--- src/hw/rtl/rbro_pkg.sv ---
// ----------------------------------------------------------------------------
// rbro_pkg
// shared types, widths and codes of the rectangle blitter raster-op block
// ----------------------------------------------------------------------------
`default_nettype none

package rbro_pkg;

  // default datapath widths
  localparam int PIXEL_BITS  = 16;
  localparam int OFFSET_BITS = 26;

  // coordinate geometry is fixed by the register map
  localparam int COORD_BITS  = 12;
  localparam int SIZE_BITS   = COORD_BITS + 1;
  localparam int STRIDE_BITS = COORD_BITS + 2;
  localparam int SIZE_MAX    = 1 << COORD_BITS;

  // configuration port
  localparam int CFG_INDEX_BITS = 3;
  localparam int CFG_DATA_BITS  = STRIDE_BITS;

  localparam int OPCODE_BITS = 4;

  typedef enum logic [CFG_INDEX_BITS-1:0] {
    REG_SOURCE_X      = 3'd0,
    REG_SOURCE_Y      = 3'd1,
    REG_TARGET_X      = 3'd2,
    REG_TARGET_Y      = 3'd3,
    REG_RECT_WIDTH    = 3'd4,
    REG_RECT_HEIGHT   = 3'd5,
    REG_SOURCE_STRIDE = 3'd6,
    REG_TARGET_STRIDE = 3'd7
  } cfg_reg_t;

  typedef enum logic [OPCODE_BITS-1:0] {
    ROP_ZERO     = 4'd0,
    ROP_AND      = 4'd1,
    ROP_AND_NOTD = 4'd2,
    ROP_SRC      = 4'd3,
    ROP_NOTS_AND = 4'd4,
    ROP_DST      = 4'd5,
    ROP_XOR      = 4'd6,
    ROP_OR       = 4'd7,
    ROP_NOR      = 4'd8,
    ROP_XNOR     = 4'd9,
    ROP_NOTD     = 4'd10,
    ROP_OR_NOTD  = 4'd11,
    ROP_NOTS     = 4'd12,
    ROP_NOTS_OR  = 4'd13,
    ROP_NAND     = 4'd14,
    ROP_ONE      = 4'd15
  } rop_t;

  // register file contents
  typedef struct packed {
    logic [COORD_BITS-1:0]  source_x;
    logic [COORD_BITS-1:0]  source_y;
    logic [COORD_BITS-1:0]  target_x;
    logic [COORD_BITS-1:0]  target_y;
    logic [SIZE_BITS-1:0]   rect_width;
    logic [SIZE_BITS-1:0]   rect_height;
    logic [STRIDE_BITS-1:0] source_stride;
    logic [STRIDE_BITS-1:0] target_stride;
  } cfg_t;

  // absolute walk position of one pixel, surface coordinates
  typedef struct packed {
    logic [SIZE_BITS-1:0] src_row;
    logic [SIZE_BITS-1:0] src_col;
    logic [SIZE_BITS-1:0] dst_row;
    logic [SIZE_BITS-1:0] dst_col;
    logic                 last;
  } walk_pos_t;

endpackage

`default_nettype wire

--- src/hw/rtl/rbro_in_if.sv ---
// ----------------------------------------------------------------------------
// rbro_in_if
// input channel: raster-op code, source pixel and destination pixel
// ----------------------------------------------------------------------------
`default_nettype none

interface rbro_in_if #(
  parameter int PIXEL_BITS = rbro_pkg::PIXEL_BITS
) ();
  logic                             valid;
  logic                             ready;
  logic [rbro_pkg::OPCODE_BITS-1:0] opcode;
  logic [PIXEL_BITS-1:0]            src_pixel;
  logic [PIXEL_BITS-1:0]            dst_pixel;

  modport source (output valid, output opcode, output src_pixel, output dst_pixel,
                  input ready);
  modport sink   (input valid, input opcode, input src_pixel, input dst_pixel,
                  output ready);
endinterface

`default_nettype wire

--- src/hw/rtl/rbro_out_if.sv ---
// ----------------------------------------------------------------------------
// rbro_out_if
// result channel: combined pixel, pixel offsets and last-pixel flag
// ----------------------------------------------------------------------------
`default_nettype none

interface rbro_out_if #(
  parameter int PIXEL_BITS  = rbro_pkg::PIXEL_BITS,
  parameter int OFFSET_BITS = rbro_pkg::OFFSET_BITS
) ();
  logic                   valid;
  logic                   ready;
  logic [PIXEL_BITS-1:0]  out_pixel;
  logic [OFFSET_BITS-1:0] src_offset;
  logic [OFFSET_BITS-1:0] dst_offset;
  logic                   last_pixel;

  modport source (output valid, output out_pixel, output src_offset,
                  output dst_offset, output last_pixel, input ready);
  modport sink   (input valid, input out_pixel, input src_offset,
                  input dst_offset, input last_pixel, output ready);
endinterface

`default_nettype wire

--- src/hw/rtl/rbro_cfg_regs.sv ---
// ----------------------------------------------------------------------------
// rbro_cfg_regs
// write-only register file for rectangle geometry and strides
// ----------------------------------------------------------------------------
`default_nettype none

module rbro_cfg_regs (
  input  wire logic                                clk,
  input  wire logic                                rst_n,
  input  wire logic                                cfg_we,
  input  wire logic [rbro_pkg::CFG_INDEX_BITS-1:0] cfg_index,
  input  wire logic [rbro_pkg::CFG_DATA_BITS-1:0]  cfg_data,
  output rbro_pkg::cfg_t                           cfg
);

  rbro_pkg::cfg_t cfg_r;
  rbro_pkg::cfg_t cfg_nxt;

  always_comb begin
    cfg_nxt = cfg_r;
    if (cfg_we) begin
      unique case (rbro_pkg::cfg_reg_t'(cfg_index))
        rbro_pkg::REG_SOURCE_X:
          cfg_nxt.source_x = cfg_data[rbro_pkg::COORD_BITS-1:0];
        rbro_pkg::REG_SOURCE_Y:
          cfg_nxt.source_y = cfg_data[rbro_pkg::COORD_BITS-1:0];
        rbro_pkg::REG_TARGET_X:
          cfg_nxt.target_x = cfg_data[rbro_pkg::COORD_BITS-1:0];
        rbro_pkg::REG_TARGET_Y:
          cfg_nxt.target_y = cfg_data[rbro_pkg::COORD_BITS-1:0];
        rbro_pkg::REG_RECT_WIDTH:
          cfg_nxt.rect_width = cfg_data[rbro_pkg::SIZE_BITS-1:0];
        rbro_pkg::REG_RECT_HEIGHT:
          cfg_nxt.rect_height = cfg_data[rbro_pkg::SIZE_BITS-1:0];
        rbro_pkg::REG_SOURCE_STRIDE:
          cfg_nxt.source_stride = cfg_data[rbro_pkg::STRIDE_BITS-1:0];
        rbro_pkg::REG_TARGET_STRIDE:
          cfg_nxt.target_stride = cfg_data[rbro_pkg::STRIDE_BITS-1:0];
        default: cfg_nxt = cfg_r;
      endcase
    end
  end

  always_ff @(posedge clk) begin
    if (!rst_n) begin
      cfg_r.source_x      <= '0;
      cfg_r.source_y      <= '0;
      cfg_r.target_x      <= '0;
      cfg_r.target_y      <= '0;
      cfg_r.rect_width    <= rbro_pkg::SIZE_BITS'(1);
      cfg_r.rect_height   <= rbro_pkg::SIZE_BITS'(1);
      cfg_r.source_stride <= rbro_pkg::STRIDE_BITS'(1);
      cfg_r.target_stride <= rbro_pkg::STRIDE_BITS'(1);
    end else begin
      cfg_r <= cfg_nxt;
    end
  end

  assign cfg = cfg_r;

endmodule

`default_nettype wire

--- src/hw/rtl/rbro_walk.sv ---
// ----------------------------------------------------------------------------
// rbro_walk
// column/row counters, overlap-safe walk direction and position register
// ----------------------------------------------------------------------------
`default_nettype none

module rbro_walk (
  input  wire logic      clk,
  input  wire logic      rst_n,
  input  wire rbro_pkg::cfg_t cfg,
  input  wire logic      step,     // an item is accepted this cycle
  output rbro_pkg::walk_pos_t pos
);

  localparam int CB = rbro_pkg::COORD_BITS;
  localparam int SB = rbro_pkg::SIZE_BITS;

  logic [CB-1:0] col_cnt_r, col_cnt_nxt;
  logic [CB-1:0] row_cnt_r, row_cnt_nxt;
  rbro_pkg::walk_pos_t pos_r, pos_nxt;

  logic [SB-1:0] w, h;
  logic [CB-1:0] w_m1, h_m1, cc, rc, row, col;
  logic          rows_up, cols_back, row_end;

  // zero acts as one, oversize acts as the maximum
  function automatic logic [SB-1:0] clamp_size(input logic [SB-1:0] v);
    logic [SB-1:0] r;
    if (v == '0) begin
      r = SB'(1);
    end else if (v > SB'(rbro_pkg::SIZE_MAX)) begin
      r = SB'(rbro_pkg::SIZE_MAX);
    end else begin
      r = v;
    end
    return r;
  endfunction

  always_comb begin
    w    = clamp_size(cfg.rect_width);
    h    = clamp_size(cfg.rect_height);
    w_m1 = CB'(w - SB'(1));
    h_m1 = CB'(h - SB'(1));
    cc   = ({1'b0, col_cnt_r} >= w) ? w_m1 : col_cnt_r;
    rc   = ({1'b0, row_cnt_r} >= h) ? h_m1 : row_cnt_r;

    rows_up   = cfg.source_y < cfg.target_y;
    cols_back = (cfg.source_y == cfg.target_y) && (cfg.source_x < cfg.target_x);
    row       = rows_up ? (h_m1 - rc) : rc;
    col       = cols_back ? (w_m1 - cc) : cc;
    row_end   = cc == w_m1;

    pos_nxt.src_row = {1'b0, cfg.source_y} + {1'b0, row};
    pos_nxt.src_col = {1'b0, cfg.source_x} + {1'b0, col};
    pos_nxt.dst_row = {1'b0, cfg.target_y} + {1'b0, row};
    pos_nxt.dst_col = {1'b0, cfg.target_x} + {1'b0, col};
    pos_nxt.last    = row_end && (rc == h_m1);

    if (pos_nxt.last) begin
      col_cnt_nxt = '0;
      row_cnt_nxt = '0;
    end else if (row_end) begin
      col_cnt_nxt = '0;
      row_cnt_nxt = rc + CB'(1);
    end else begin
      col_cnt_nxt = cc + CB'(1);
      row_cnt_nxt = rc;
    end
  end

  always_ff @(posedge clk) begin
    if (!rst_n) begin
      col_cnt_r <= '0;
      row_cnt_r <= '0;
    end else if (step) begin
      col_cnt_r <= col_cnt_nxt;
      row_cnt_r <= row_cnt_nxt;
    end
  end

  always_ff @(posedge clk) begin
    if (step) begin
      pos_r <= pos_nxt;
    end
  end

  assign pos = pos_r;

  // the final pixel sends both counters back to the start
  a_last_restarts: assert property (@(posedge clk) disable iff (!rst_n)
    step && pos_nxt.last |=> (col_cnt_r == '0) && (row_cnt_r == '0))
    else $error("counters not cleared after last pixel");

  // inside a row only the column counter moves
  a_col_advance: assert property (@(posedge clk) disable iff (!rst_n)
    step && !row_end |=> (col_cnt_r == $past(cc) + CB'(1)) && (row_cnt_r == $past(rc)))
    else $error("column step lost or row counter moved mid-row");

endmodule

`default_nettype wire

--- src/hw/rtl/rbro_datapath.sv ---
// ----------------------------------------------------------------------------
// rbro_datapath
// raster-op logic and offset multiply-add into the result register
// ----------------------------------------------------------------------------
`default_nettype none

module rbro_datapath #(
  parameter int PIXEL_BITS  = rbro_pkg::PIXEL_BITS,
  parameter int OFFSET_BITS = rbro_pkg::OFFSET_BITS
) (
  input  wire logic                             clk,
  input  wire logic                             load,
  input  wire rbro_pkg::cfg_t                   cfg,
  input  wire rbro_pkg::walk_pos_t              pos,
  input  wire logic [rbro_pkg::OPCODE_BITS-1:0] opcode,
  input  wire logic [PIXEL_BITS-1:0]            src_pixel,
  input  wire logic [PIXEL_BITS-1:0]            dst_pixel,
  output logic      [PIXEL_BITS-1:0]            out_pixel,
  output logic      [OFFSET_BITS-1:0]           src_offset,
  output logic      [OFFSET_BITS-1:0]           dst_offset,
  output logic                                  last_pixel
);

  localparam int PROD_BITS = rbro_pkg::SIZE_BITS + rbro_pkg::STRIDE_BITS;
  localparam int SUM_BITS  = (OFFSET_BITS > PROD_BITS + 1) ? OFFSET_BITS : PROD_BITS + 1;

  logic [PIXEL_BITS-1:0]  pix_nxt, pix_r;
  logic [PROD_BITS-1:0]   src_prod, dst_prod;
  logic [SUM_BITS-1:0]    src_sum, dst_sum;
  logic [OFFSET_BITS-1:0] src_off_r, dst_off_r;
  logic                   last_r;

  always_comb begin
    case (rbro_pkg::rop_t'(opcode))
      rbro_pkg::ROP_ZERO:     pix_nxt = '0;
      rbro_pkg::ROP_AND:      pix_nxt = src_pixel & dst_pixel;
      rbro_pkg::ROP_AND_NOTD: pix_nxt = src_pixel & ~dst_pixel;
      rbro_pkg::ROP_SRC:      pix_nxt = src_pixel;
      rbro_pkg::ROP_NOTS_AND: pix_nxt = ~src_pixel & dst_pixel;
      rbro_pkg::ROP_DST:      pix_nxt = dst_pixel;
      rbro_pkg::ROP_XOR:      pix_nxt = src_pixel ^ dst_pixel;
      rbro_pkg::ROP_OR:       pix_nxt = src_pixel | dst_pixel;
      rbro_pkg::ROP_NOR:      pix_nxt = ~(src_pixel | dst_pixel);
      rbro_pkg::ROP_XNOR:     pix_nxt = ~(src_pixel ^ dst_pixel);
      rbro_pkg::ROP_NOTD:     pix_nxt = ~dst_pixel;
      rbro_pkg::ROP_OR_NOTD:  pix_nxt = src_pixel | ~dst_pixel;
      rbro_pkg::ROP_NOTS:     pix_nxt = ~src_pixel;
      rbro_pkg::ROP_NOTS_OR:  pix_nxt = ~src_pixel | dst_pixel;
      rbro_pkg::ROP_NAND:     pix_nxt = ~(src_pixel & dst_pixel);
      rbro_pkg::ROP_ONE:      pix_nxt = '1;
      default:                pix_nxt = '1;
    endcase
  end

  // row times stride plus column, wrapped to the offset width
  always_comb begin
    src_prod = PROD_BITS'(pos.src_row) * PROD_BITS'(cfg.source_stride);
    dst_prod = PROD_BITS'(pos.dst_row) * PROD_BITS'(cfg.target_stride);
    src_sum  = SUM_BITS'(src_prod) + SUM_BITS'(pos.src_col);
    dst_sum  = SUM_BITS'(dst_prod) + SUM_BITS'(pos.dst_col);
  end

  always_ff @(posedge clk) begin
    if (load) begin
      pix_r     <= pix_nxt;
      src_off_r <= src_sum[OFFSET_BITS-1:0];
      dst_off_r <= dst_sum[OFFSET_BITS-1:0];
      last_r    <= pos.last;
    end
  end

  assign out_pixel  = pix_r;
  assign src_offset = src_off_r;
  assign dst_offset = dst_off_r;
  assign last_pixel = last_r;

endmodule

`default_nettype wire

--- src/hw/rtl/rect_blit_raster_op_16bit.sv ---
// ----------------------------------------------------------------------------
// rect_blit_raster_op_16bit
// walk order and raster-op datapath of a 16-bit rectangle blitter
// ----------------------------------------------------------------------------
// Streams one pixel per clock. Each item on in_chan carries a raster-op code
// and the source and destination pixels at the current walk position; each
// result on out_chan carries the combined pixel, the source and destination
// offsets (row * stride + column, wrapped to OFFSET_BITS) and a last-pixel
// flag. An item passes two register stages: the walk counters and position
// register form the first, loaded by the clock edge that accepts the item;
// the raster-op and the stride multiply-add feed the result register in the
// second, loaded when that stage advances. Both stages hand over in the same
// cycle, so one item is accepted every clock as long as the result side keeps
// up. The walk is overlap safe: rows run bottom to top when the source lies
// above the destination, columns run right to left on the same row with the
// source to the left, otherwise the walk is top-down, left to right. After the
// last pixel the walk restarts. Registers must be written only while the block
// is idle, which the block does not enforce; they are not read back.
// ----------------------------------------------------------------------------
`default_nettype none

module rect_blit_raster_op_16bit #(
  parameter int PIXEL_BITS  = rbro_pkg::PIXEL_BITS,
  parameter int OFFSET_BITS = rbro_pkg::OFFSET_BITS
) (
  input  wire logic                                clk,
  input  wire logic                                rst_n,
  rbro_in_if.sink                                  in_chan,
  rbro_out_if.source                               out_chan,
  input  wire logic                                cfg_we,
  input  wire logic [rbro_pkg::CFG_INDEX_BITS-1:0] cfg_index,
  input  wire logic [rbro_pkg::CFG_DATA_BITS-1:0]  cfg_data
);

  rbro_pkg::cfg_t      cfg;
  rbro_pkg::walk_pos_t pos;

  // stage valid flags: position stage and result stage
  logic pos_vld_r, pos_vld_nxt;
  logic res_vld_r, res_vld_nxt;
  logic res_adv, pos_adv, in_acc;

  // payload held alongside the walk position
  logic [rbro_pkg::OPCODE_BITS-1:0] opcode_r;
  logic [PIXEL_BITS-1:0]            src_pix_r;
  logic [PIXEL_BITS-1:0]            dst_pix_r;

  // each stage moves when the one after it is empty or draining
  assign res_adv = !res_vld_r || out_chan.ready;
  assign pos_adv = !pos_vld_r || res_adv;
  assign in_acc  = in_chan.valid && pos_adv;

  assign in_chan.ready = pos_adv;

  always_comb begin
    pos_vld_nxt = pos_vld_r;
    res_vld_nxt = res_vld_r;
    if (pos_adv) begin
      pos_vld_nxt = in_chan.valid;
    end
    if (res_adv) begin
      res_vld_nxt = pos_vld_r;
    end
  end

  always_ff @(posedge clk) begin
    if (!rst_n) begin
      pos_vld_r <= 1'b0;
      res_vld_r <= 1'b0;
    end else begin
      pos_vld_r <= pos_vld_nxt;
      res_vld_r <= res_vld_nxt;
    end
  end

  always_ff @(posedge clk) begin
    if (in_acc) begin
      opcode_r  <= in_chan.opcode;
      src_pix_r <= in_chan.src_pixel;
      dst_pix_r <= in_chan.dst_pixel;
    end
  end

  rbro_cfg_regs u_cfg (
    .clk       (clk),
    .rst_n     (rst_n),
    .cfg_we    (cfg_we),
    .cfg_index (cfg_index),
    .cfg_data  (cfg_data),
    .cfg       (cfg)
  );

  // counters step only on an accepted item
  rbro_walk u_walk (
    .clk   (clk),
    .rst_n (rst_n),
    .cfg   (cfg),
    .step  (in_acc),
    .pos   (pos)
  );

  rbro_datapath #(
    .PIXEL_BITS  (PIXEL_BITS),
    .OFFSET_BITS (OFFSET_BITS)
  ) u_dp (
    .clk        (clk),
    .load       (res_adv && pos_vld_r),
    .cfg        (cfg),
    .pos        (pos),
    .opcode     (opcode_r),
    .src_pixel  (src_pix_r),
    .dst_pixel  (dst_pix_r),
    .out_pixel  (out_chan.out_pixel),
    .src_offset (out_chan.src_offset),
    .dst_offset (out_chan.dst_offset),
    .last_pixel (out_chan.last_pixel)
  );

  assign out_chan.valid = res_vld_r;

  // an empty result stage never blocks the input
  a_ready_when_empty: assert property (@(posedge clk) disable iff (!rst_n)
    !res_vld_r |-> in_chan.ready)
    else $error("input stalled with empty result stage");

  // a stalled position stage keeps its item
  a_pos_hold: assert property (@(posedge clk) disable iff (!rst_n)
    pos_vld_r && !res_adv |=> pos_vld_r)
    else $error("position stage item dropped under stall");

  // a new result only appears behind a filled position stage
  a_res_source: assert property (@(posedge clk) disable iff (!rst_n)
    $rose(res_vld_r) |-> $past(pos_vld_r))
    else $error("result appeared without an item in flight");

endmodule

`default_nettype wire
--- src/flat_wrapper.sv ---
// flat-port wrapper written by rule: the top's interface ports become plain ports
module rect_blit_raster_op_16bit_flat 
#(
  parameter int PIXEL_BITS  = rbro_pkg::PIXEL_BITS,
  parameter int OFFSET_BITS = rbro_pkg::OFFSET_BITS
)
  (clk, rst_n, cfg_we, cfg_index, cfg_data, in_chan_valid, in_chan_opcode, in_chan_src_pixel, in_chan_dst_pixel, in_chan_ready, out_chan_valid, out_chan_out_pixel, out_chan_src_offset, out_chan_dst_offset, out_chan_last_pixel, out_chan_ready);
  rbro_in_if #(.PIXEL_BITS(PIXEL_BITS)) in_chan_i ();
  rbro_out_if #(.PIXEL_BITS(PIXEL_BITS), .OFFSET_BITS(OFFSET_BITS)) out_chan_i ();
  input  wire logic clk;
  input  wire logic rst_n;
  input  wire logic cfg_we;
  input  wire logic [rbro_pkg::CFG_INDEX_BITS-1:0] cfg_index;
  input  wire logic [rbro_pkg::CFG_DATA_BITS-1:0] cfg_data;
  input wire logic [$bits(in_chan_i.valid)-1:0] in_chan_valid;
  input wire logic [$bits(in_chan_i.opcode)-1:0] in_chan_opcode;
  input wire logic [$bits(in_chan_i.src_pixel)-1:0] in_chan_src_pixel;
  input wire logic [$bits(in_chan_i.dst_pixel)-1:0] in_chan_dst_pixel;
  output wire logic [$bits(in_chan_i.ready)-1:0] in_chan_ready;
  output wire logic [$bits(out_chan_i.valid)-1:0] out_chan_valid;
  output wire logic [$bits(out_chan_i.out_pixel)-1:0] out_chan_out_pixel;
  output wire logic [$bits(out_chan_i.src_offset)-1:0] out_chan_src_offset;
  output wire logic [$bits(out_chan_i.dst_offset)-1:0] out_chan_dst_offset;
  output wire logic [$bits(out_chan_i.last_pixel)-1:0] out_chan_last_pixel;
  input wire logic [$bits(out_chan_i.ready)-1:0] out_chan_ready;
  assign in_chan_i.valid = in_chan_valid;
  assign in_chan_i.opcode = in_chan_opcode;
  assign in_chan_i.src_pixel = in_chan_src_pixel;
  assign in_chan_i.dst_pixel = in_chan_dst_pixel;
  assign in_chan_ready = in_chan_i.ready;
  assign out_chan_valid = out_chan_i.valid;
  assign out_chan_out_pixel = out_chan_i.out_pixel;
  assign out_chan_src_offset = out_chan_i.src_offset;
  assign out_chan_dst_offset = out_chan_i.dst_offset;
  assign out_chan_last_pixel = out_chan_i.last_pixel;
  assign out_chan_i.ready = out_chan_ready;
  rect_blit_raster_op_16bit #(.PIXEL_BITS(PIXEL_BITS), .OFFSET_BITS(OFFSET_BITS)) u_core (.clk(clk), .rst_n(rst_n), .in_chan(in_chan_i), .out_chan(out_chan_i), .cfg_we(cfg_we), .cfg_index(cfg_index), .cfg_data(cfg_data));
endmodule
--- config.mk ---
export PLATFORM = sky130hd
export DESIGN_NAME = rect_blit_raster_op_16bit_flat
export DESIGN_NICKNAME = d
export VERILOG_FILES = /design/src/hw/rtl/rbro_pkg.sv /design/src/hw/rtl/rbro_in_if.sv /design/src/hw/rtl/rbro_out_if.sv /design/src/hw/rtl/rbro_cfg_regs.sv /design/src/hw/rtl/rbro_walk.sv /design/src/hw/rtl/rbro_datapath.sv /design/src/hw/rtl/rect_blit_raster_op_16bit.sv /design/src/flat_wrapper.sv
export SDC_FILE = /design/constraint.sdc
export NUM_CORES = 2
export LEC_CHECK = 0
export BUFFER_PORTS_ARGS = -buffer_cell sky130_fd_sc_hd__clkbuf_2
export CORE_MARGIN = 2
export CORE_UTILIZATION = 50
export CTS_BUF_LIST = sky130_fd_sc_hd__clkbuf_4 sky130_fd_sc_hd__clkbuf_8
export CTS_CLUSTER_SIZE = 40
export DETAILED_ROUTE_END_ITERATION = 8
export GPL_TIMING_DRIVEN = 0
export PLACE_DENSITY_LB_ADDON = 0.12
export SYNTH_ARGS = -nofsm -noshare
export SYNTH_HDL_FRONTEND = slang
export SYNTH_SLANG_ARGS = --single-unit
--- constraint.sdc ---
create_clock -name clk -period 16.05 [get_ports clk]
set_input_delay 0 -clock clk [delete_from_list [all_inputs] [get_ports clk]]
set_output_delay 0 -clock clk [all_outputs]
set_load 0.005 [all_outputs]
* Word level (Yosys, flattened, before mapping)
Index checks and enable logic that the tools add are counted.
** Word-level totals
- Flip-flop bits (word level) :: 286
- Input bits :: 58
- Word-level logic and storage cells :: 114
- Output and inout bits :: 71
** Cells by class
- Bitwise gates (word level) :: 12
- Reductions and logical operators :: 20
- Multipliers :: 2
- Order comparisons :: 6
- Add/subtract/negate cells :: 12
- Multiplexer cells :: 13
- Eq/ne operators :: 25
** Operator list (count)
- 16-bit one-hot mux with 16 select lines :: 1
- 12-bit 2-to-1 mux :: 8
- 16-bit NOT :: 5
- 12-bit by 12-bit adder with 13-bit output :: 4
- 26-bit by 13-bit adder with 26-bit output :: 2
- 13-bit by 14-bit multiplier with 26-bit output :: 2
- 13-bit 2-to-1 mux :: 4
- 16-bit AND :: 3
- 16-bit OR :: 3
- 12-bit == test :: 3
- 4-bit == test (second input constant) :: 8
- 12-bit by 13-bit >= comparator with 1-bit output :: 2
- 13-bit greater-than comparator (second input constant) :: 2
- 13-bit zero test :: 2
- 12-bit by 1-bit adder with 12-bit output (second input constant) :: 2
- 12-bit < comparator :: 2
- 12-bit by 1-bit subtractor with 12-bit output (second input constant) :: 2
- 12-bit subtractor :: 2
- 4-bit by 3-bit == test with 1-bit output (second input constant) :: 4
- 2-bit AND reduction :: 8
- 16-bit XOR :: 1
- 3-bit == test (second input constant) :: 4
- 4-bit by 2-bit == test with 1-bit output (second input constant) :: 2
- 3-bit by 2-bit == test with 1-bit output (second input constant) :: 2
- other kinds (7) :: 12

* Longest topological paths before layout
- Depth after elaboration :: 8
- Depth in mapped cells :: 33
- Mapped depth without buffers :: 31

* Hierarchy
A second synthesis with hierarchy kept.
** Unflattened totals
- Cell total of the unflattened synthesis :: 3375
- Area, all modules :: 31330.0 um^2
** Modules (own cells, without submodules)
- rbro_datapath :: instances 1, sequential area each 2072.0 um^2, area each 18068.6 um^2, cells each 2008
- rbro_walk :: instances 1, sequential area each 2072.0 um^2, area each 8354.3 um^2, cells each 966
- rbro_cfg_regs :: instances 1, sequential area each 2042.0 um^2, area each 3722.3 um^2, cells each 356
- rect_blit_raster_op_16bit :: instances 1, sequential area each 1121.1 um^2, area each 1184.9 um^2, cells each 45

* Worst setup path before layout
OpenSTA, ideal clock, no wires.
- Kind :: flip-flop to flip-flop
- Start :: reg u_core.u_cfg.cfg_r (netlist bit u_core.u_cfg.cfg[44])
- End :: reg u_core.u_walk.pos_r (netlist bit u_core.u_walk.pos[38]) (data pin)
- Path slack :: 9738 ps
- Period minus slack after synthesis :: 6312 ps
- Data required time :: 15793 ps
- Arrival time :: 6055 ps
- Buffers on the path :: 2
- Cell stages (with the launch flop) :: 31
- Setup time :: 257 ps
- Cells stage by stage :: dfxtp_1 -> buf_6 -> or4_1 -> buf_2 -> nor2_1 -> a32o_1 -> ha_1 -> nor2b_1 -> o21ai_0 -> a41o_1 -> o21ai_1 -> nor2_1 -> a21oi_1 -> ha_1 -> nor2b_1 -> a32oi_1 -> o21ai_0 -> or4_1 -> xor2_1 -> nand2_1 -> o21ai_0 -> ha_1 -> inv_1 -> o21bai_1 -> a21oi_1 -> o21bai_1 -> a21oi_1 -> nor2b_1 -> o21a_1 -> o41a_1 -> xor2_1
** RTL lines
- from (decl) :: line rbro_cfg_regs.sv:16 : rbro_pkg::cfg_t cfg_r;
- from (signal assigned) :: line rbro_cfg_regs.sv:55 : cfg_r <= cfg_nxt;
- to (signal assigned) :: line rbro_walk.sv:83 : pos_r <= pos_nxt;
- to (decl) :: line rbro_walk.sv:20 : rbro_pkg::walk_pos_t pos_r, pos_nxt;

==> out/metrics.csv <==
metric,value,unit
"commonest non-fill, non-tap cell in the layout",nand2_1,
worst-path maximum fanout,10,
"Hold Violations, Final",0,
unrepaired setup endpoints after global routing,false,
Syn Inst Count,3403,
Initial DRT Pass Iterations,6,
Syn Nets,4113,
Cell Rows,90,
Final Max Slew Viols,0,
first-pass GRT wire length,137000,um
crit end category,flop,
Worst Hold Depth,5,
total negative setup slack,0,ps
clock skew,23.9,ps
Power Density,96.3,nW/um^2
CTS tree,built,
Die Ht,252,um
min cycle time layout,7780,ps
nets,4356,
cell area after synthesis,30700,sq um
most frequent cells in the layout,"nand2_1, inv_1, ha_1",
post-cts resize count,0,
PnR Total Power,3300,uW
PortBufs,113,
Starting Density,50.7,%
CP startpoint kind,flop,
Syn. warnings,0,
Vias/cell,5.62,
Crit path depth,31,
Rel. slew slack,28.2,%
CTS Sinks,286,
total track usage,27.4,%
layout cells sized above 1,7.32,%
status,completed,
die area,63300,sq um
# Post-CTS Setup Buffers,0,
hold buffer count at cts,69,
final hold slack,54.5,ps
clk buf depth,3,
worst path bufs/invs,5,
Final Setup Violations,0,
synth-to-layout area growth,11.6,%
count of different cell masters after synthesis,83,
Critical Path Max Stage Delay,650,ps
"Async S/R FF share, synth",0,%
Peak VDD IR,0.0801,mV
leakage,0.0153,uW
post-synthesis sequential area ratio,23.8,%
ANT nets after route,0,
fin crit share,48.5,%
"EDFF count, synth",158,
cell area after layout,34200,sq um
initial antenna violation count,9,
reported max-cap violation count,0,
Inserted Clock Buffers,56,
worst slew pin tran,1070,ps
kind of critical path,reg -> reg,
IO Count,129,
Hold Crit Class,in -> reg,
placed cell area,32300,sq um
syn avg cell area,9.01,sq um
routability cong.,0.953,
worst skew pair latency,660,ps
Yosys reg bits,286,
Post-route DRC,0,
"Largest delay share family, worst path",compound AO/OA/AOI/OAI gates,
CP Data Required Time,16460,ps
Worst Path Arrival,8190,ps
CTS Root Cell,clkbuf_8,
vias in the first global route,25600,
Clock Pin Slew Worst Setup and Hold Paths,60,ps
DP HPWL,67400,um
Routed WL,86500,um
Critical-path top delay cell,o21ai_1,
largest net degree at the start of global routing,72,
Most used DFF post-synth,edfxtp_1,
Core Area,60500,sq um
reg2reg path depth,31,
H-tree depth,2,
vias,25100,
First DRT Iteration DRCs,1678,
gr ovfl total,0,
WL/cell,19.3,um
Die X,252,um
f_max,0.129,GHz
Yosys cell counts (all sizes together) (7+ instances only):
master / number / area (sq um)
mux2: 11 / 124
nand3: 43 / 215
a211oi: 18 / 140
and3: 10 / 62.6
nor3: 44 / 225
or3: 10 / 62.6
dfxtp: 128 / 2560
a22oi: 21 / 158
o21bai: 23 / 173
a31oi: 18 / 113
o31ai: 10 / 80.1
nor4: 8 / 56.3
or4: 8 / 60.1
and2: 145 / 907
clkbuf: 132 / 495
a21oi: 126 / 646
o22ai: 20 / 125
buf: 24 / 154
nor2b: 41 / 257
a32o: 7 / 70.1
nand3b: 7 / 52.6
nand4: 18 / 113
ha: 368 / 4600
fa: 284 / 5690
a32oi: 7 / 61.3
nor2: 127 / 477
nand2b: 30 / 188
mux2i: 50 / 504
nand2: 593 / 2230
o221ai: 8 / 70.1
a22o: 11 / 96.3
o21a: 19 / 143
o211ai: 14 / 105
a21boi: 106 / 796
xor2: 33 / 289
edfxtp: 158 / 4740
xnor2: 94 / 823
a21o: 32 / 240
inv: 411 / 1540
o21ai: 115 / 576
where the power goes:
| part | internal, uW | switching (uW) | total (uW) | leakage [uW] |
|---|---|---|---|---|
| clock | 468 | 343 | 811 | 0.000666 |
| combinational | 584 | 903 | 1490 | 0.0121 |
| sequential | 920 | 77.7 | 998 | 0.00258 |
state kept, by name, indices dropped and copies added, names as in the netlist:
name and count:
u_core.u_walk.pos 53, u_core.u_dp.src_offset 26, u_core.u_walk.row_cnt_r 12, u_core.src_pix_r 16
u_core.u_dp.last_pixel 1, u_core.dst_pix_r 16, u_core.out_chan.valid 1, u_core.pos_vld_r 1
u_core.u_cfg.cfg 102, u_core.u_dp.dst_offset 26, u_core.opcode_r 4, u_core.u_walk.col_cnt_r 12
u_core.u_dp.out_pixel 16
layer usage:
| layer | GRT usage, % | vias to the layer above | wire (um) |
|---|---|---|---|
| met5 | 0 | - | 29 |
| met4 | 8.89 | 4 | 2630 |
| met3 | 3.47 | 155 | 5560 |
| met2 | 45.3 | 847 | 40000 |
| met1 | 37.3 | 12300 | 38300 |
| li1 | - | 11900 | - |
stage by stage:
stage	setup WS (ps)	util [%]	std cells
floorplan	9740	-	3403
global placement	8510	53.3	4298
detailed placement	8460	53.4	4301
CTS	8370	56.6	4473
global route	7770	56.6	4476
finish	8270	56.6	4476
layout make-up:
| type | instances | area [sq um] |
|---|---|---|
| diodes | 3 | 7.51 |
| plain buffers | 156 | 649 |
| clock buffers | 92 | 1150 |
| clock inverters | 11 | 88.8 |
| fillers | 5482 | 26200 |
| inverters | 412 | 1550 |
| multi-input cells | 2549 | 21200 |
| flip-flops and latches | 286 | 7310 |
| well taps | 782 | 978 |
| repair buffers | 185 | 1320 |
worst paths after layout:
path,startpoint,slack [ps],end
setup reg to reg,u_core.u_cfg.cfg[45],8270,u_core.u_walk.pos[38]
hold reg to reg,u_core.u_walk.pos[0],450,u_core.u_dp.last_pixel
hold / removal,rst_n,50,u_core.u_walk.col_cnt_r[11]
setup / recovery,u_core.u_cfg.cfg[45],8270,u_core.u_walk.pos[38]
worst register-to-register path: cells and delay by family (launching register included):
kind	cells	cell delay, ps
buffers and inverters	5	970
multiplexers	1	310
adder cells (fa/ha/maj)	4	1060
flip-flops	1	290
AO/OA/AOI/OAI	13	3340
AND/OR/NAND/NOR	6	1070
XOR/XNOR	2	510
kinds of logic (layout without fill, tap and decap cells):
kind of cell	Yosys count	in the layout	share of synthesized area, %
simple gates	1107	1107	16.6
other cells	0	3	0
xor+xnor	127	127	3.63
flops	286	286	23.8
fa+ha+maj	652	652	33.6
mux	62	62	2.12
compound gates	601	601	13.1
buf+inv	568	856	7.16
Note: power is estimated with default switching activity, not from simulation.
